## config.mk

```make
export PLATFORM = sky130hd
export DESIGN_NAME = ascii_hex_frame_receiver_unit
export DESIGN_NICKNAME = d
export VERILOG_FILES = /design/src/hdl/ahfr_pkg.sv /design/src/hdl/ascii_hex_frame_receiver_unit.sv
export SDC_FILE = /design/constraint.sdc
export NUM_CORES = 1
export LEC_CHECK = 0
export BUFFER_PORTS_ARGS = -buffer_cell sky130_fd_sc_hd__buf_2
export CAP_MARGIN = 10
export CORE_ASPECT_RATIO = 0.5
export CORE_MARGIN = 5
export CORE_UTILIZATION = 56
export CTS_BUF_LIST = sky130_fd_sc_hd__clkbuf_4 sky130_fd_sc_hd__clkbuf_8
export DETAILED_ROUTE_END_ITERATION = 8
export HOLD_SLACK_MARGIN = 0.06
export PLACE_DENSITY = 0.77
export RECOVER_POWER = 100
export REMOVE_ABC_BUFFERS = 1
export SLEW_MARGIN = 20
export SYNTH_ARGS = -nofsm -noshare
export SYNTH_HDL_FRONTEND = slang
export SYNTH_SLANG_ARGS = --single-unit
```

## constraint.sdc

```tcl
create_clock -name clk -period 7.2 [get_ports clk]
set_input_delay 1.44 -clock clk [delete_from_list [all_inputs] [get_ports clk]]
set_output_delay 1.44 -clock clk [all_outputs]
set_load 0.03 [all_outputs]
```

## src/hdl/ahfr_pkg.sv

```systemverilog
// Package for the ASCII-hex frame receiver: frame constants, result layout,
// status codes and the character and CRC helper functions.
// No dependencies; used by ascii_hex_frame_receiver_unit.
`default_nettype none

package ahfr_pkg;

	// Frame layout.
	localparam int MAX_FRAME_BYTES = 128;
	localparam int CNT_W           = $clog2(MAX_FRAME_BYTES + 1);
	localparam int LEN_CMP_W       = 9;
	localparam logic [15:0] START_MARK = 16'hA5B6;
	localparam logic [15:0] END_MARK   = 16'hB6A5;
	localparam logic [15:0] CRC_POLY   = 16'hA001;
	localparam logic [15:0] CRC_INIT   = 16'hFFFF;
	localparam logic [7:0]  VERSION_RESET = 8'h02;
	localparam int MIN_FRAME   = 13;
	localparam int HEADER_LEN  = 9;

	// Byte positions of the header fields.
	localparam int POS_ID     = 2;
	localparam int POS_TYPE   = 4;
	localparam int POS_CMD    = 5;
	localparam int POS_LENGTH = 7;
	localparam int POS_VER    = 8;

	// Result queue.
	localparam int RQ_DEPTH = 4;
	localparam int RQ_PTR_W = $clog2(RQ_DEPTH);
	localparam int RQ_CNT_W = $clog2(RQ_DEPTH + 1);

	// Port widths.
	localparam int IN_TDATA_W  = 8;
	localparam int OUT_TDATA_W = 72;
	localparam int CFG_W       = 8;

	// Blank characters.
	localparam logic [7:0] CH_SPACE = 8'h20;
	localparam logic [7:0] CH_TAB   = 8'h09;
	localparam logic [7:0] CH_CR    = 8'h0D;
	localparam logic [7:0] CH_LF    = 8'h0A;

	typedef enum logic [2:0] {
		ST_OK          = 3'd0,
		ST_DROPPED     = 3'd1,
		ST_BAD_LENGTH  = 3'd2,
		ST_BAD_MARKER  = 3'd3,
		ST_BAD_VERSION = 3'd4,
		ST_BAD_CRC     = 3'd5
	} status_t;

	typedef enum logic {
		KIND_PAYLOAD = 1'b0,
		KIND_SUMMARY = 1'b1
	} kind_t;

	// Output tdata, lowest field last.
	typedef struct packed {
		logic [5:0]  pad;
		logic [7:0]  body_len;
		logic [15:0] command;
		logic [7:0]  msg_type;
		logic [15:0] node_addr;
		status_t     status;
		logic [6:0]  payload_index;
		logic [7:0]  payload_byte;
	} res_data_t;

	typedef struct packed {
		logic      last;
		kind_t     kind;
		res_data_t data;
	} result_t;

	typedef struct packed {
		logic       valid;
		logic [3:0] nib;
	} hex_t;

	// Hex digit decode.
	function automatic hex_t hex_decode(input logic [7:0] c);
		hex_t h;
		h.valid = 1'b1;
		h.nib   = 4'd0;
		if (c >= 8'h30 && c <= 8'h39) begin
			h.nib = c[3:0];
		end else if ((c >= 8'h41 && c <= 8'h46) || (c >= 8'h61 && c <= 8'h66)) begin
			h.nib = c[3:0] + 4'd9;
		end else begin
			h.valid = 1'b0;
		end
		return h;
	endfunction

	// One byte of CRC-16/Modbus, reflected, unrolled over eight bits.
	function automatic logic [15:0] crc_byte(input logic [15:0] crc, input logic [7:0] b);
		logic [15:0] c;
		c = crc ^ {8'h00, b};
		for (int k = 0; k < 8; k++) begin
			c = c[0] ? ((c >> 1) ^ CRC_POLY) : (c >> 1);
		end
		return c;
	endfunction

endpackage

`default_nettype wire

```

## src/hdl/ascii_hex_frame_receiver_unit.sv

```systemverilog
// Top level of the ASCII-hex frame receiver: character decode, frame state,
// CRC check and a four-entry result queue. Depends on ahfr_pkg.
//
// Channel  Dir  Handshake                 Contents
// s_*      in   s_tvalid / s_tready       tdata = ascii_char, tlast = frame_end
// m_*      out  m_tvalid / m_tready       tdata = result fields, tuser = kind,
//                                         tlast = last_of_run
// cfg_*    in   cfg_valid / cfg_ready     cfg_data = expected_version
//
// One character is taken per cycle while s_tready is high; frame state is updated in the cycle it
// is accepted and its results enter the result queue at the same edge.
// Results leave one per cycle while m_tready is high, so a character that ends a frame and also
// completes a payload byte yields two results, the payload byte and then the summary.
// s_tready is high while at least two queue slots are free.
// Reset is asynchronous; stalls on m_tready
// fill the queue and then hold s_tready low.
`default_nettype none

module ascii_hex_frame_receiver_unit (
	input  wire logic                                clk,
	input  wire logic                                arst_n,
	input  wire logic                                s_tvalid,
	output logic                                     s_tready,
	input  wire logic [ahfr_pkg::IN_TDATA_W-1:0]     s_tdata,   // [7:0] ascii_char
	input  wire logic                                s_tlast,
	output logic                                     m_tvalid,
	input  wire logic                                m_tready,
	// [7:0] payload_byte, [14:8] payload_index, [17:15] status,
	// [33:18] node_addr, [41:34] msg_type, [57:42] command,
	// [65:58] body_len, [71:66] zero
	output logic [ahfr_pkg::OUT_TDATA_W-1:0]         m_tdata,
	output logic                                     m_tuser,   // [0] kind
	output logic                                     m_tlast,
	input  wire logic                                cfg_valid,
	output logic                                     cfg_ready,
	input  wire logic [ahfr_pkg::CFG_W-1:0]          cfg_data
);
	import ahfr_pkg::*;

	// Frame state.
	logic [7:0]       expected_version_q;
	logic [3:0]       high_nibble_q;
	logic             have_high_q;
	logic             decode_failed_q;
	logic [CNT_W-1:0] byte_count_q;
	logic [15:0]      running_crc_q;
	logic [15:0]      start_word_q;
	logic [15:0]      header_id_q;
	logic [7:0]       header_type_q;
	logic [15:0]      header_command_q;
	logic [7:0]       header_length_q;
	logic [7:0]       header_version_q;
	logic [15:0]      received_crc_q;
	logic [15:0]      tail_word_q;

	// Next frame state before the end-of-frame clear.
	logic [3:0]       high_nibble_n;
	logic             have_high_n;
	logic             decode_failed_n;
	logic [CNT_W-1:0] byte_count_n;
	logic [15:0]      running_crc_n;
	logic [15:0]      start_word_n;
	logic [15:0]      header_id_n;
	logic [7:0]       header_type_n;
	logic [15:0]      header_command_n;
	logic [7:0]       header_length_n;
	logic [7:0]       header_version_n;
	logic [15:0]      received_crc_n;
	logic [15:0]      tail_word_n;

	logic             s_accept;
	logic [7:0]       ch;
	logic             blank;
	hex_t             hex;
	logic             byte_done;
	logic             overflow;
	logic [7:0]       new_byte;
	logic             in_crc_range;
	logic             emit;
	logic [CNT_W-1:0] pay_index;
	status_t          status;
	result_t          pay_res;
	result_t          sum_res;
	result_t          res0;
	logic             push0;
	logic             push1;

	// Result queue.
	result_t             rq_q [RQ_DEPTH];
	logic [RQ_PTR_W-1:0] wr_ptr_q;
	logic [RQ_PTR_W-1:0] rd_ptr_q;
	logic [RQ_CNT_W-1:0] rq_cnt_q;
	logic                m_accept;

	assign cfg_ready = 1'b1;
	assign s_tready  = (rq_cnt_q <= RQ_CNT_W'(RQ_DEPTH - 2));
	assign s_accept  = s_tvalid & s_tready;
	assign m_tvalid  = (rq_cnt_q != '0);
	assign m_accept  = m_tvalid & m_tready;
	assign m_tdata   = rq_q[rd_ptr_q].data;
	assign m_tuser   = rq_q[rd_ptr_q].kind;
	assign m_tlast   = rq_q[rd_ptr_q].last;

	// Character classification and byte assembly.
	assign ch        = s_tdata[7:0];
	assign blank     = (ch == CH_SPACE) || (ch == CH_TAB) || (ch == CH_CR) || (ch == CH_LF);
	assign hex       = hex_decode(ch);
	assign byte_done = !blank && !decode_failed_q && hex.valid && have_high_q;
	assign new_byte  = {high_nibble_q, hex.nib};
	assign overflow  = (byte_count_q >= CNT_W'(MAX_FRAME_BYTES));
	assign in_crc_range = ({{(LEN_CMP_W-CNT_W){1'b0}}, byte_count_q} <
		({1'b0, header_length_q} + LEN_CMP_W'(HEADER_LEN)));
	assign emit      = byte_done && !overflow && in_crc_range &&
		(byte_count_q >= CNT_W'(HEADER_LEN));
	assign pay_index = byte_count_q - CNT_W'(HEADER_LEN);

	// Frame state update for one character.
	always_comb begin
		high_nibble_n    = high_nibble_q;
		have_high_n      = have_high_q;
		decode_failed_n  = decode_failed_q;
		byte_count_n     = byte_count_q;
		running_crc_n    = running_crc_q;
		start_word_n     = start_word_q;
		header_id_n      = header_id_q;
		header_type_n    = header_type_q;
		header_command_n = header_command_q;
		header_length_n  = header_length_q;
		header_version_n = header_version_q;
		received_crc_n   = received_crc_q;
		tail_word_n      = tail_word_q;
		if (!blank && !decode_failed_q) begin
			if (!hex.valid) begin
				decode_failed_n = 1'b1;
			end else if (!have_high_q) begin
				high_nibble_n = hex.nib;
				have_high_n   = 1'b1;
			end else begin
				have_high_n = 1'b0;
				if (overflow) begin
					decode_failed_n = 1'b1;
				end else begin
					if (byte_count_q < CNT_W'(POS_ID)) begin
						start_word_n = {start_word_q[7:0], new_byte};
					end else if (byte_count_q < CNT_W'(POS_TYPE)) begin
						header_id_n = {header_id_q[7:0], new_byte};
					end else if (byte_count_q == CNT_W'(POS_TYPE)) begin
						header_type_n = new_byte;
					end else if (byte_count_q < CNT_W'(POS_LENGTH)) begin
						header_command_n = {header_command_q[7:0], new_byte};
					end else if (byte_count_q == CNT_W'(POS_LENGTH)) begin
						header_length_n = new_byte;
					end else if (byte_count_q == CNT_W'(POS_VER)) begin
						header_version_n = new_byte;
					end
					if (in_crc_range) begin
						running_crc_n = crc_byte(running_crc_q, new_byte);
					end
					received_crc_n = {received_crc_q[7:0], tail_word_q[15:8]};
					tail_word_n    = {tail_word_q[7:0], new_byte};
					byte_count_n   = byte_count_q + CNT_W'(1);
				end
			end
		end
	end

	// Frame checks, in priority order.
	always_comb begin
		if (decode_failed_n || have_high_n || byte_count_n == '0) begin
			status = ST_DROPPED;
		end else if (byte_count_n < CNT_W'(MIN_FRAME)) begin
			status = ST_BAD_LENGTH;
		end else if (start_word_n != START_MARK || tail_word_n != END_MARK) begin
			status = ST_BAD_MARKER;
		end else if ({{(LEN_CMP_W-CNT_W){1'b0}}, byte_count_n} !=
				({1'b0, header_length_n} + LEN_CMP_W'(MIN_FRAME))) begin
			status = ST_BAD_LENGTH;
		end else if (header_version_n != expected_version_q) begin
			status = ST_BAD_VERSION;
		end else if (received_crc_n != running_crc_n) begin
			status = ST_BAD_CRC;
		end else begin
			status = ST_OK;
		end
	end

	// Result records.
	always_comb begin
		pay_res                    = '0;
		pay_res.kind               = KIND_PAYLOAD;
		pay_res.last               = !s_tlast;
		pay_res.data.payload_byte  = new_byte;
		pay_res.data.payload_index = pay_index[6:0];
		pay_res.data.status        = ST_OK;

		sum_res             = '0;
		sum_res.kind        = KIND_SUMMARY;
		sum_res.last        = 1'b1;
		sum_res.data.status = status;
		if (status != ST_DROPPED) begin
			sum_res.data.node_addr = header_id_n;
			sum_res.data.msg_type  = header_type_n;
			sum_res.data.command   = header_command_n;
			sum_res.data.body_len  = header_length_n;
		end

		res0  = emit ? pay_res : sum_res;
		push0 = s_accept && (emit || s_tlast);
		push1 = s_accept && emit && s_tlast;
	end

	// Configuration register.
	always_ff @(posedge clk or negedge arst_n) begin
		if (!arst_n) begin
			expected_version_q <= VERSION_RESET;
		end else if (cfg_valid && cfg_ready) begin
			expected_version_q <= cfg_data;
		end
	end

	// Frame state registers; the end of a frame returns them to reset.
	always_ff @(posedge clk or negedge arst_n) begin
		if (!arst_n) begin
			high_nibble_q    <= '0;
			have_high_q      <= 1'b0;
			decode_failed_q  <= 1'b0;
			byte_count_q     <= '0;
			running_crc_q    <= CRC_INIT;
			start_word_q     <= '0;
			header_id_q      <= '0;
			header_type_q    <= '0;
			header_command_q <= '0;
			header_length_q  <= '0;
			header_version_q <= '0;
			received_crc_q   <= '0;
			tail_word_q      <= '0;
		end else if (s_accept) begin
			if (s_tlast) begin
				high_nibble_q    <= '0;
				have_high_q      <= 1'b0;
				decode_failed_q  <= 1'b0;
				byte_count_q     <= '0;
				running_crc_q    <= CRC_INIT;
				start_word_q     <= '0;
				header_id_q      <= '0;
				header_type_q    <= '0;
				header_command_q <= '0;
				header_length_q  <= '0;
				header_version_q <= '0;
				received_crc_q   <= '0;
				tail_word_q      <= '0;
			end else begin
				high_nibble_q    <= high_nibble_n;
				have_high_q      <= have_high_n;
				decode_failed_q  <= decode_failed_n;
				byte_count_q     <= byte_count_n;
				running_crc_q    <= running_crc_n;
				start_word_q     <= start_word_n;
				header_id_q      <= header_id_n;
				header_type_q    <= header_type_n;
				header_command_q <= header_command_n;
				header_length_q  <= header_length_n;
				header_version_q <= header_version_n;
				received_crc_q   <= received_crc_n;
				tail_word_q      <= tail_word_n;
			end
		end
	end

	// Result queue storage; up to two items are written per cycle.
	always_ff @(posedge clk) begin
		if (push0) begin
			rq_q[wr_ptr_q] <= res0;
		end
		if (push1) begin
			rq_q[wr_ptr_q + RQ_PTR_W'(1)] <= sum_res;
		end
	end

	// Result queue pointers and fill count.
	always_ff @(posedge clk or negedge arst_n) begin
		if (!arst_n) begin
			wr_ptr_q <= '0;
			rd_ptr_q <= '0;
			rq_cnt_q <= '0;
		end else begin
			wr_ptr_q <= wr_ptr_q + RQ_PTR_W'(push0) + RQ_PTR_W'(push1);
			if (m_accept) begin
				rd_ptr_q <= rd_ptr_q + RQ_PTR_W'(1);
			end
			rq_cnt_q <= rq_cnt_q + RQ_CNT_W'(push0) + RQ_CNT_W'(push1) -
				RQ_CNT_W'(m_accept);
		end
	end

endmodule

`default_nettype wire

```

* Word-level counts from Yosys, hierarchy flattened *
Memories as Yosys holds them, arrays and structs flattened.
Index checks and enable logic that the tools add are counted.

storage, ports and cells
  bits in read-only memories = 0
  bits of input ports = 22
  memory bits (writable) = 296
  latch bits = 0
  memories kept = 1
  bits in registers = 149
  output and inout bits = 77

cells by class
  mux-type cells = 109
  reductions and logical operators = 29
  divide/modulo/power cells = 0
  shifts and indexed selects = 0
  $lt $le $gt $ge = 14
  multipliers = 0
  equal/unequal tests = 14
  add/subtract/negate cells = 12
  bitwise gates (word level) = 11

memory list
  memory  words  width  rd ports  clocked after memory_dff  wr ports  RTL line                             RTL
  rq_q    4      74     1         0                         2         ascii_hex_frame_receiver_unit.sv:89  result_t rq_q [RQ_DEPTH];

operators with widths
  cell                  number
  $mux 16               46
  $mux 8                34
  $mux 74               1
  $mux 48               1
  $eq 8x4->1 const B    4
  $ne 16x16->1 const B  2
  $mux 4                6
  $not 2->3             8
  $add 8x4->9 const B   2
  $mux 3                6
  $eq 8x3->1 const B    2
  $ge 8x7->1 const B    2
  $le 8x7->1 const B    2
  $lt 8x3->1 const B    2
  $ne 16x16->1          1
  $xor 16x8->16         1
  $mux 1                15
  $logic_and 1x1->1     12
  $lt 8x9->1            1
  $ne 8x9->1            1
  $add 8x1->8 const B   1
  $eq 8x6->1 const B    1
  $ge 8x4->1 const B    1
  $ge 8x6->1 const B    1
  other kinds (21)      36

* Logic depth before layout (Yosys ltp) *
Gate-level depths: netlist of run 1.

  word-level depth = 37
  mapped depth = 19

* Worst setup path after synthesis of run 1 *
OpenSTA, ideal clock, no wires.

  path type = input port to flip-flop
  start point = input s_tdata[1] in the netlist's numbering
  end point = memory rq_q[0][15] in the netlist's numbering (enable)
  setup time = 0.533 ns
  stages = 9
  setup slack = -0.292 ns
  arrival = 6.959 ns
  data required time = 6.667 ns
  cells stage by stage = inv_1 -> ha_1 -> or3b_1 -> nand3_1 -> a21oi_1 -> nand2b_1 -> a21oi_2 -> nand3_1 -> o21ai_0

RTL lines
  item             RTL line                             RTL
  start, declared  ascii_hex_frame_receiver_unit.sv:24  input wire logic [ahfr_pkg::IN_TDATA_W-1:0] s_tdata,
  end, declared    ascii_hex_frame_receiver_unit.sv:89

==> results.txt, run 1 <==
The flow ran to the end, but the final reports show violations. The checks that failed: max-capacitance violations, max-slew violations. The vias after detailed routing is 16,700. STA classifies the critical path endpoint as a flop. The minimum clock period after layout came out at 6.06 ns. The final global-route overflow total is 0.

The worst setup path startpoint is header_length_q[0]. The total wirelength of the detailed-routed design is 55.9 mm. The x dimension of the die came out at 289 um.

The maximum number of pins on one net before global-route repair is 91. The latest clock arrival within the worst-skew pair came out at 0.64 ns. The path category of the worst min-delay check is reg2reg. The global placer's final weighted congestion is 0.977. The internal cell power is 5.48 mW. In this run the cell area of the synthesized design comes to 0.0218 sq mm. The area of the core came out at 0.0387 sq mm.

The remaining number of nets flagged by the antenna check after routing is 0. The final number of hold-violating endpoints came out at 0. For the worst setup path, the data arrival time is 6.39 ns. The number of different library cells in the post-synthesis netlist came out at 97. The register bit count reported by yosys came out at 421. The share of total power dissipated in sequential elements is 0.388. Row generation in the floorplan step produced 51 rows. The switching part of the total came out at 0.395. The static leakage is 8.56 nW. The number of flops mapped to enable cells by yosys came out at 204. At the pin with the least slew margin, the transition time is 3.25 ns. After synthesis, the mean cell area works out to 10.3 sq um. The initial antenna violation count came out at 0.

The routed wirelength normalized by instance count is 20.5 um. The share of flip-flops with an asynchronous set or reset after synthesis came out at 0.354. The multi-input combinational cells in the finished layout cover a total of 0.00979 sq mm.

The via-per-instance ratio came out at 6.11. The area growth from synthesis to layout is 9.26%. Across the VDD grid, the largest voltage drop is 0.175 mV. In the final timing run, aggregate negative setup slack is 0 ns. The worst slack at placement is 1.32 ns.

In this run the power density over the cells is 380 mW/mm^2. The count of placed standard cells in the final layout, fillers left out came out at 2,732. The share of Yosys cell area claimed by the top area cell type came out at 0.281. The number of sinks on the clock net came out at 421.

The estimated wirelength of the detail-placed design is 35.0 mm. Post-CTS timing repair inserted 0 buffers for setup. Measured against its own limit, the worst slew margin works out to -1.16. The total of hold buffers inserted after clock tree synthesis is 0.

The proportion of synthesized chip area in sequential cells is 0.516. The data required time of the critical path came out at 7.53 ns. Sorting the synthesized cells by area gives the leading types as sky130_fd_sc_hd__edfxtp_1, sky130_fd_sc_hd__dfrtp_1, sky130_fd_sc_hd__mux4_2, sky130_fd_sc_hd__dfxtp_1, sky130_fd_sc_hd__nor2_1. The final hold slack is 0.444 ns. The total setup violations reported at the end of the flow came out at 0. The repair_antennas step left the layout with diodes totalling 0.

Across the routed clock network, the largest skew measured is 0.0236 ns. The number of instances in the placed design is 2,621. In the finished design, the share of the clock period the worst path needs comes to 0.842. The reg2reg setup slack came out at 1.14 ns. Measured on the finished design, the core utilization comes to 0.615.

Setup repair after global routing left no endpoint under its margin. The post-layout net count came out at 2,195. The critical hold path startpoint is rq_q[2][72]. The count of cells resized by post-cts repair is 0. The switching power is 3.57 mW. In the global route stage, overall resource usage came out at 0.260. The clock root buffer is sky130_fd_sc_hd__clkbuf_8.

The layout has 3,119 filler cells. The worst setup path is of the reg2reg kind. The start of the worst register-to-register path is header_length_q[0]. TritonCTS built the clock tree. The top cell types in the final layout, fill and taps aside, are sky130_fd_sc_hd__nor2_1, sky130_fd_sc_hd__nand2_1, sky130_fd_sc_hd__edfxtp_1.

The number of global-route vias before repair came to 16,500. The tool flagged a number of max-cap violations equal to 4. The iteration count of the initial detailed-routing pass came out at 6.

The Yosys warning count is 0. The register cell area after layout is 0.0112 sq mm. The clock transition at the registers of the reported paths came out at 0.07 ns. The wire length of the first global-routing pass came out at 89.5 mm. The max-slew violation count came out at 195. The die outline area came out at 0.0432 sq mm.

The CTS buffer count is 58. The initial utilization of the core area, before any placement, comes to 0.563. The total I/O pin count is 99. The biggest area contributor in the post-synthesis netlist is sky130_fd_sc_hd__edfxtp_1. The count of buffers added on input and output ports is 91. Of the cells placed in the final design, the portion with a size suffix greater than 1 is 0.136.

In this run the worst path has a maximum fanout of 52. The share of total power dissipated in the clock network is 0.224. The library cell used most frequently in the layout, excluding fill and tap cells, is sky130_fd_sc_hd__nor2_1. The height of the die is 149 um. The DRC marker count from the first detailed-route iteration came out at 1,692. The number of buffers on the longest clock path came out at 3. The highest achievable clock rate came out at 165 MHz. The number of levels in the clock H-tree came out at 2. The worst setup path is launched from a flop. After detailed routing, the number of remaining DRC violations is 0. The combinational power share is 0.389. The smallest setup slack after layout came out at 1.14 ns. The cell count after synthesis came out at 2,123. The commonest register cell after synthesis is sky130_fd_sc_hd__edfxtp_1.
## synthesized netlist by cell type, types with 10 or more instances
cell type                  instances
sky130_fd_sc_hd__nor2_1          337
sky130_fd_sc_hd__nand2_1         299
sky130_fd_sc_hd__edfxtp_1        204
sky130_fd_sc_hd__clkbuf_1        138
sky130_fd_sc_hd__dfrtp_1         132
sky130_fd_sc_hd__o21ai_0         125
sky130_fd_sc_hd__a21oi_1         122
sky130_fd_sc_hd__xnor2_1          71
sky130_fd_sc_hd__dfxtp_1          68
sky130_fd_sc_hd__mux4_2           68
sky130_fd_sc_hd__a22oi_1          60
sky130_fd_sc_hd__a21o_1           38
sky130_fd_sc_hd__inv_1            32
sky130_fd_sc_hd__nor3_1           27
sky130_fd_sc_hd__a21boi_0         25
sky130_fd_sc_hd__mux2i_1          25
sky130_fd_sc_hd__nand3_1          23
sky130_fd_sc_hd__ha_1             18
sky130_fd_sc_hd__xor2_1           18
sky130_fd_sc_hd__dfstp_2          17
sky130_fd_sc_hd__o22ai_1          17
sky130_fd_sc_hd__nand2b_1         15
sky130_fd_sc_hd__buf_1            14
sky130_fd_sc_hd__mux2_2           13
sky130_fd_sc_hd__nand4_1          13
sky130_fd_sc_hd__a211oi_1         12
sky130_fd_sc_hd__nor4_1           11
sky130_fd_sc_hd__o22a_1           11
sky130_fd_sc_hd__o211ai_1         10
## metal layers
layer,track usage,vias up,wire [um]
li1,-,7620,-
met3,0.0443,109,4720
met2,0.422,728,26900
met4,0.0757,0,1270
met1,0.366,8248,23000
met5,0,-,0
## cell families (layout without fill, tap and decap cells)
| family | after synthesis | after routing | synth area share |
|---|---|---|---|
| flops | 421 | 421 | 0.516 |
| other cells | 2 | 7 | 0.000345 |
| simple gates | 793 | 793 | 0.158 |
| xor+xnor | 96 | 96 | 0.0437 |
| buf+inv | 204 | 278 | 0.0378 |
| compound gates | 478 | 478 | 0.142 |
| fa+ha+maj | 21 | 21 | 0.0131 |
| mux | 108 | 108 | 0.0899 |
## registers in the layout, indices dropped and copies added (netlist names), 16 cells and up
register and count:
start_word_q 16, tail_word_q 16, received_crc_q 16, header_command_q 16, header_id_q 16, rq_q 272
running_crc_q 16
## through the flow
stage	cell area, sq um	power [mW]
after global placement	22700	7.00
after global routing	23800	9.52
after floorplan	21100	6.07
final	23800	9.04
after detailed placement	22700	7.07
after CTS	24000	9.08
## final cells by class
cell class                      count  area share
Timing Repair Buffer              135      0.0286
Tap cell                          530      0.0279
Clock inverter                     13     0.00531
Multi-Input combinational cell   1503       0.411
Clock buffer                       97      0.0490
Sequential cell                   421       0.472
Inverter                           33     0.00521
## critical path: stages (launching register included)
cell and delay, ns:
sky130_fd_sc_hd__dfrtp_1 0.45, sky130_fd_sc_hd__ha_1 0.26, sky130_fd_sc_hd__a21oi_1 0.29, sky130_fd_sc_hd__nor2_1 0.09, sky130_fd_sc_hd__xnor2_1 0.14, sky130_fd_sc_hd__ha_1 0.32, sky130_fd_sc_hd__nand4_1 0.11, sky130_fd_sc_hd__a21o_1 0.16
sky130_fd_sc_hd__a31oi_1 0.28, sky130_fd_sc_hd__buf_4 0.28, sky130_fd_sc_hd__nand2b_1 0.17, sky130_fd_sc_hd__a21oi_1 0.14, sky130_fd_sc_hd__o21ai_0 0.83, sky130_fd_sc_hd__inv_1 0.35, sky130_fd_sc_hd__and2_0 0.47, sky130_fd_sc_hd__a21oi_4 0.23
sky130_fd_sc_hd__clkbuf_2 1.04, sky130_fd_sc_hd__nor2_1 0.11
## worst paths after layout
check / endpoint / cells past startpoint
min in group asynchronous: received_crc_q[5] / 1
max reg2reg: rq_q[2][63] / 17
max in group asynchronous: rd_ptr_q[0] / 2
min reg2reg: rq_q[2][72] / 2
max: rq_q[2][63] / 17
min: rq_q[2][72] / 2
## power by group through the flow
stage	registers (mW)	clock network [mW]	logic, mW
after floorplan	3.48	0	2.59
after global placement	3.52	0	3.48
after detailed placement	3.54	0	3.53
after CTS	3.50	2.04	3.55
after global routing	3.57	2.16	3.80
final	3.51	2.02	3.51
(Power assumes the default switching activity.)
==> inputs of run 2 (changes only) <==
==> constraint.sdc (replaced) <==
create_clock -name clk -period 5.3 [get_ports clk]
set_input_delay 1.06 -clock clk [delete_from_list [all_inputs] [get_ports clk]]
set_output_delay 1.06 -clock clk [all_outputs]
set_load 0.03 [all_outputs]
==> run 2 against run 1 <==
Compared with the run above: the run still ends with max-capacitance violations, max-slew violations left; die area stayed put; final cell count is 0.95% higher; critical path type is now reg2out; sequential power is 37% higher; wire length is 6.0% higher; clock skew is 0.0086 ns higher; combinational power is 38% higher; worst setup slack worse by 0.83 ns; utilization is 0.31 points higher; highest routed layer is now met5.
==> results.txt, run 2 (synthesized netlist as in run 1, its figures left out) <==
The maximum number of pins on one net before global-route repair came to 81 (-11%). The quantity of I/O buffers inserted on ports came to 91 (unchanged). The x dimension of the die came out at 289 um (unchanged). The largest incremental delay on the critical path came out at 1.49 ns (+0.45 ns). The number of instances in the placed design came out at 2,648 (+1.0%). The latest clock arrival within the worst-skew pair is 0.67 ns (+0.03 ns). The largest fanout on the critical path is 35 (-33%). TritonCTS built the clock tree. The library cells used most frequently in the layout, excluding fill and tap cells, are sky130_fd_sc_hd__nor2_1, sky130_fd_sc_hd__nand2_1, sky130_fd_sc_hd__edfxtp_1. The routed wirelength normalized by instance count is 21.5 um (+5.0%). The die outline area was 0.0432 sq mm (unchanged). The iteration count of the initial detailed-routing pass is 6 (unchanged). The static leakage came to 8.71 nW (+1.7%). The count of placed standard cells in the final layout, fillers left out came out at 2,758 (+0.95%).

The number of global-route vias before repair is 16,700 (+1.5%). The number of buffers on the longest clock path is 3 (unchanged). Traced cell by cell, the critical path runs through clkbuf_2 -> mux4_2 -> buf_2. The final global-route overflow total is 0 (unchanged). The final number of hold-violating endpoints is 0 (unchanged). The minimum clock period after layout came out at 4.99 ns. The smallest setup slack after layout came to 0.306 ns (-0.831 ns). The area of the core came out at 0.0387 sq mm (unchanged). The estimated wirelength of the detail-placed design came to 37.8 mm (+8.1%). The post-layout utilization of the core came out at 0.618 (+0.00311). The count of buffers added by post-CTS timing repair for setup came out at 0 (unchanged). The sort of element at the end of the critical path is an output pin.

The tree is rooted in a sky130_fd_sc_hd__clkbuf_8. The post-route standard cell area excluding fillers is 0.0239 sq mm (+0.50%). Setup repair after global routing left no endpoint under its margin.

The max-capacitance violation count is 2 (-2). The count of cells resized by post-cts repair is 0 (unchanged). The max-slew violation count came out at 106 (-46%). The DRC marker count from the first detailed-route iteration was 1,923 (+14%).

The via-per-instance ratio came out at 6.15 (+0.55%). The post-layout net count is 2,223 (+1.3%). The total setup violations reported at the end of the flow was 0 (unchanged). The number of sinks on the clock net came to 421 (unchanged). The data required time of the critical path came out at 4.24 ns (-3.29 ns). The power per cell area is 515 mW/mm^2 (+35%). The vias after detailed routing was 17,000 (+1.5%). By startpoint and endpoint, the worst setup path is classified as reg2out. The global placer's final weighted congestion was 0.915 (-6.4%). The CTS buffer count was 60 (+3.4%). The number of levels in the clock H-tree came to 2 (unchanged). The diode insertion count for antenna repair was 0 (unchanged). The starting density of the core came out at 0.563 (unchanged). The total of hold buffers inserted after clock tree synthesis came out at 0 (unchanged). The part of the cycle the worst path needs came out at 0.942.

The slew of the pin with the lowest slew margin is 4.18 ns (+0.939 ns). The total I/O pin count was 99 (unchanged). The total wirelength of the detailed-routed design is 59.2 mm (+6.0%). The flow ran to the end, but the final reports show violations. The worst slack at placement is 0.138 ns (-1.18 ns). The final reports fail on max-capacitance violations, max-slew violations.

The worst clock skew on the final layout came out at 0.0322 ns (+0.00856 ns). The initial antenna violation count is 1 (+1). The count of unresolved DRC violations after routing came out at 0 (unchanged). The worst setup path is launched from a flop.

From synthesis to final layout, the design area changed by 9.81%. The worst relative slew slack is -1.79 (-0.626). On the critical path, the stage with the largest delay is an instance of sky130_fd_sc_hd__dfrtp_1. The number of flip-flops in the largest register came out at 272 (unchanged). The clock transition at the registers of the reported paths came out at 0.07 ns (about the same). The overall global routing resource usage is 0.275 (+0.0148). The height of the die came out at 149 um (unchanged). Ranked by flip-flop count, first place goes to rq_q. The path category of the worst min-delay check is reg2reg. The wire length of the first global-routing pass came out at 93.4 mm (+4.4%). The fraction of layout instances using a drive strength above 1 was 0.152 (+0.0159). The maximum vdd ir drop was 0.231 mV (+32%). The remaining number of nets flagged by the antenna check after routing is 0 (unchanged). The number of cell rows is 51 (unchanged).

Leaving out fill and tap cells, the most frequent cell in the layout is sky130_fd_sc_hd__nor2_1. The highest achievable clock rate is 200 MHz. The sum of internal, switching and leakage power came out at 12.3 mW (+36%). The reg2reg setup slack is 0.31 ns (-0.83 ns).

The arrival time reported for the critical path endpoint came out at 3.93 ns (-2.46 ns). The cell area after placement is 0.0229 sq mm (+1.2%).
==> run 2: through the flow <==
step / hold WS [ns] / setup TNS [ns]
floorplan: 0.418 / -512.68
global placement: 0.428 / 0
detailed placement: 0.433 / 0
CTS: 0.427 / 0
global route: 0.474 / 0
finish: 0.446 / 0
==> run 2: worst max-delay path, delay by kind of cell, from the launching register on <==
| family | cells | cell delay, ns |
|---|---|---|
| flip-flops | 1 | 1.49 |
| buffers and inverters | 2 | 1.25 |
| multiplexers | 1 | 0.47 |
==> run 2: final timing paths <==
path,from,endpoint,cells after the start
max reg2reg,header_length_q[0],rq_q[0][56],12
min,rq_q[0][72],rq_q[0][72],2
max in group asynchronous,arst_n,header_type_q[5],1
min reg2reg,rq_q[0][72],rq_q[0][72],2
max,rd_ptr_q[1],m_tdata[39],3
min in group asynchronous,arst_n,received_crc_q[13],1
==> run 2: final cells by class <==
| cell class | count | area, sq um |
|---|---|---|
| fill | 3224 | 14800 |
| clock inverter | 19 | 114 |
| timing repair buffer | 161 | 915 |
| inverter | 33 | 124 |
| clock buffer | 91 | 1110 |
| multi-input combinational | 1503 | 9740 |
| sequential | 421 | 11200 |
| tap | 530 | 663 |
==> run 2: per-layer routing <==
metal  up-vias  GRT usage  part of all wire
met5         -     0.0205            0.0022
met4         4     0.0736             0.024
met3       118     0.0539             0.091
met2       802      0.438              0.47
met1      8356      0.389              0.42
li1       7676          -                 -
==> run 2: report_power, final <==
| part | leakage (nW) | total [mW] | internal (mW) | switching (mW) |
|---|---|---|---|---|
| clock network | 0.656 | 2.64 | 1.35 | 1.29 |
| registers | 4.17 | 4.80 | 4.01 | 0.792 |
| logic | 3.88 | 4.86 | 1.99 | 2.87 |
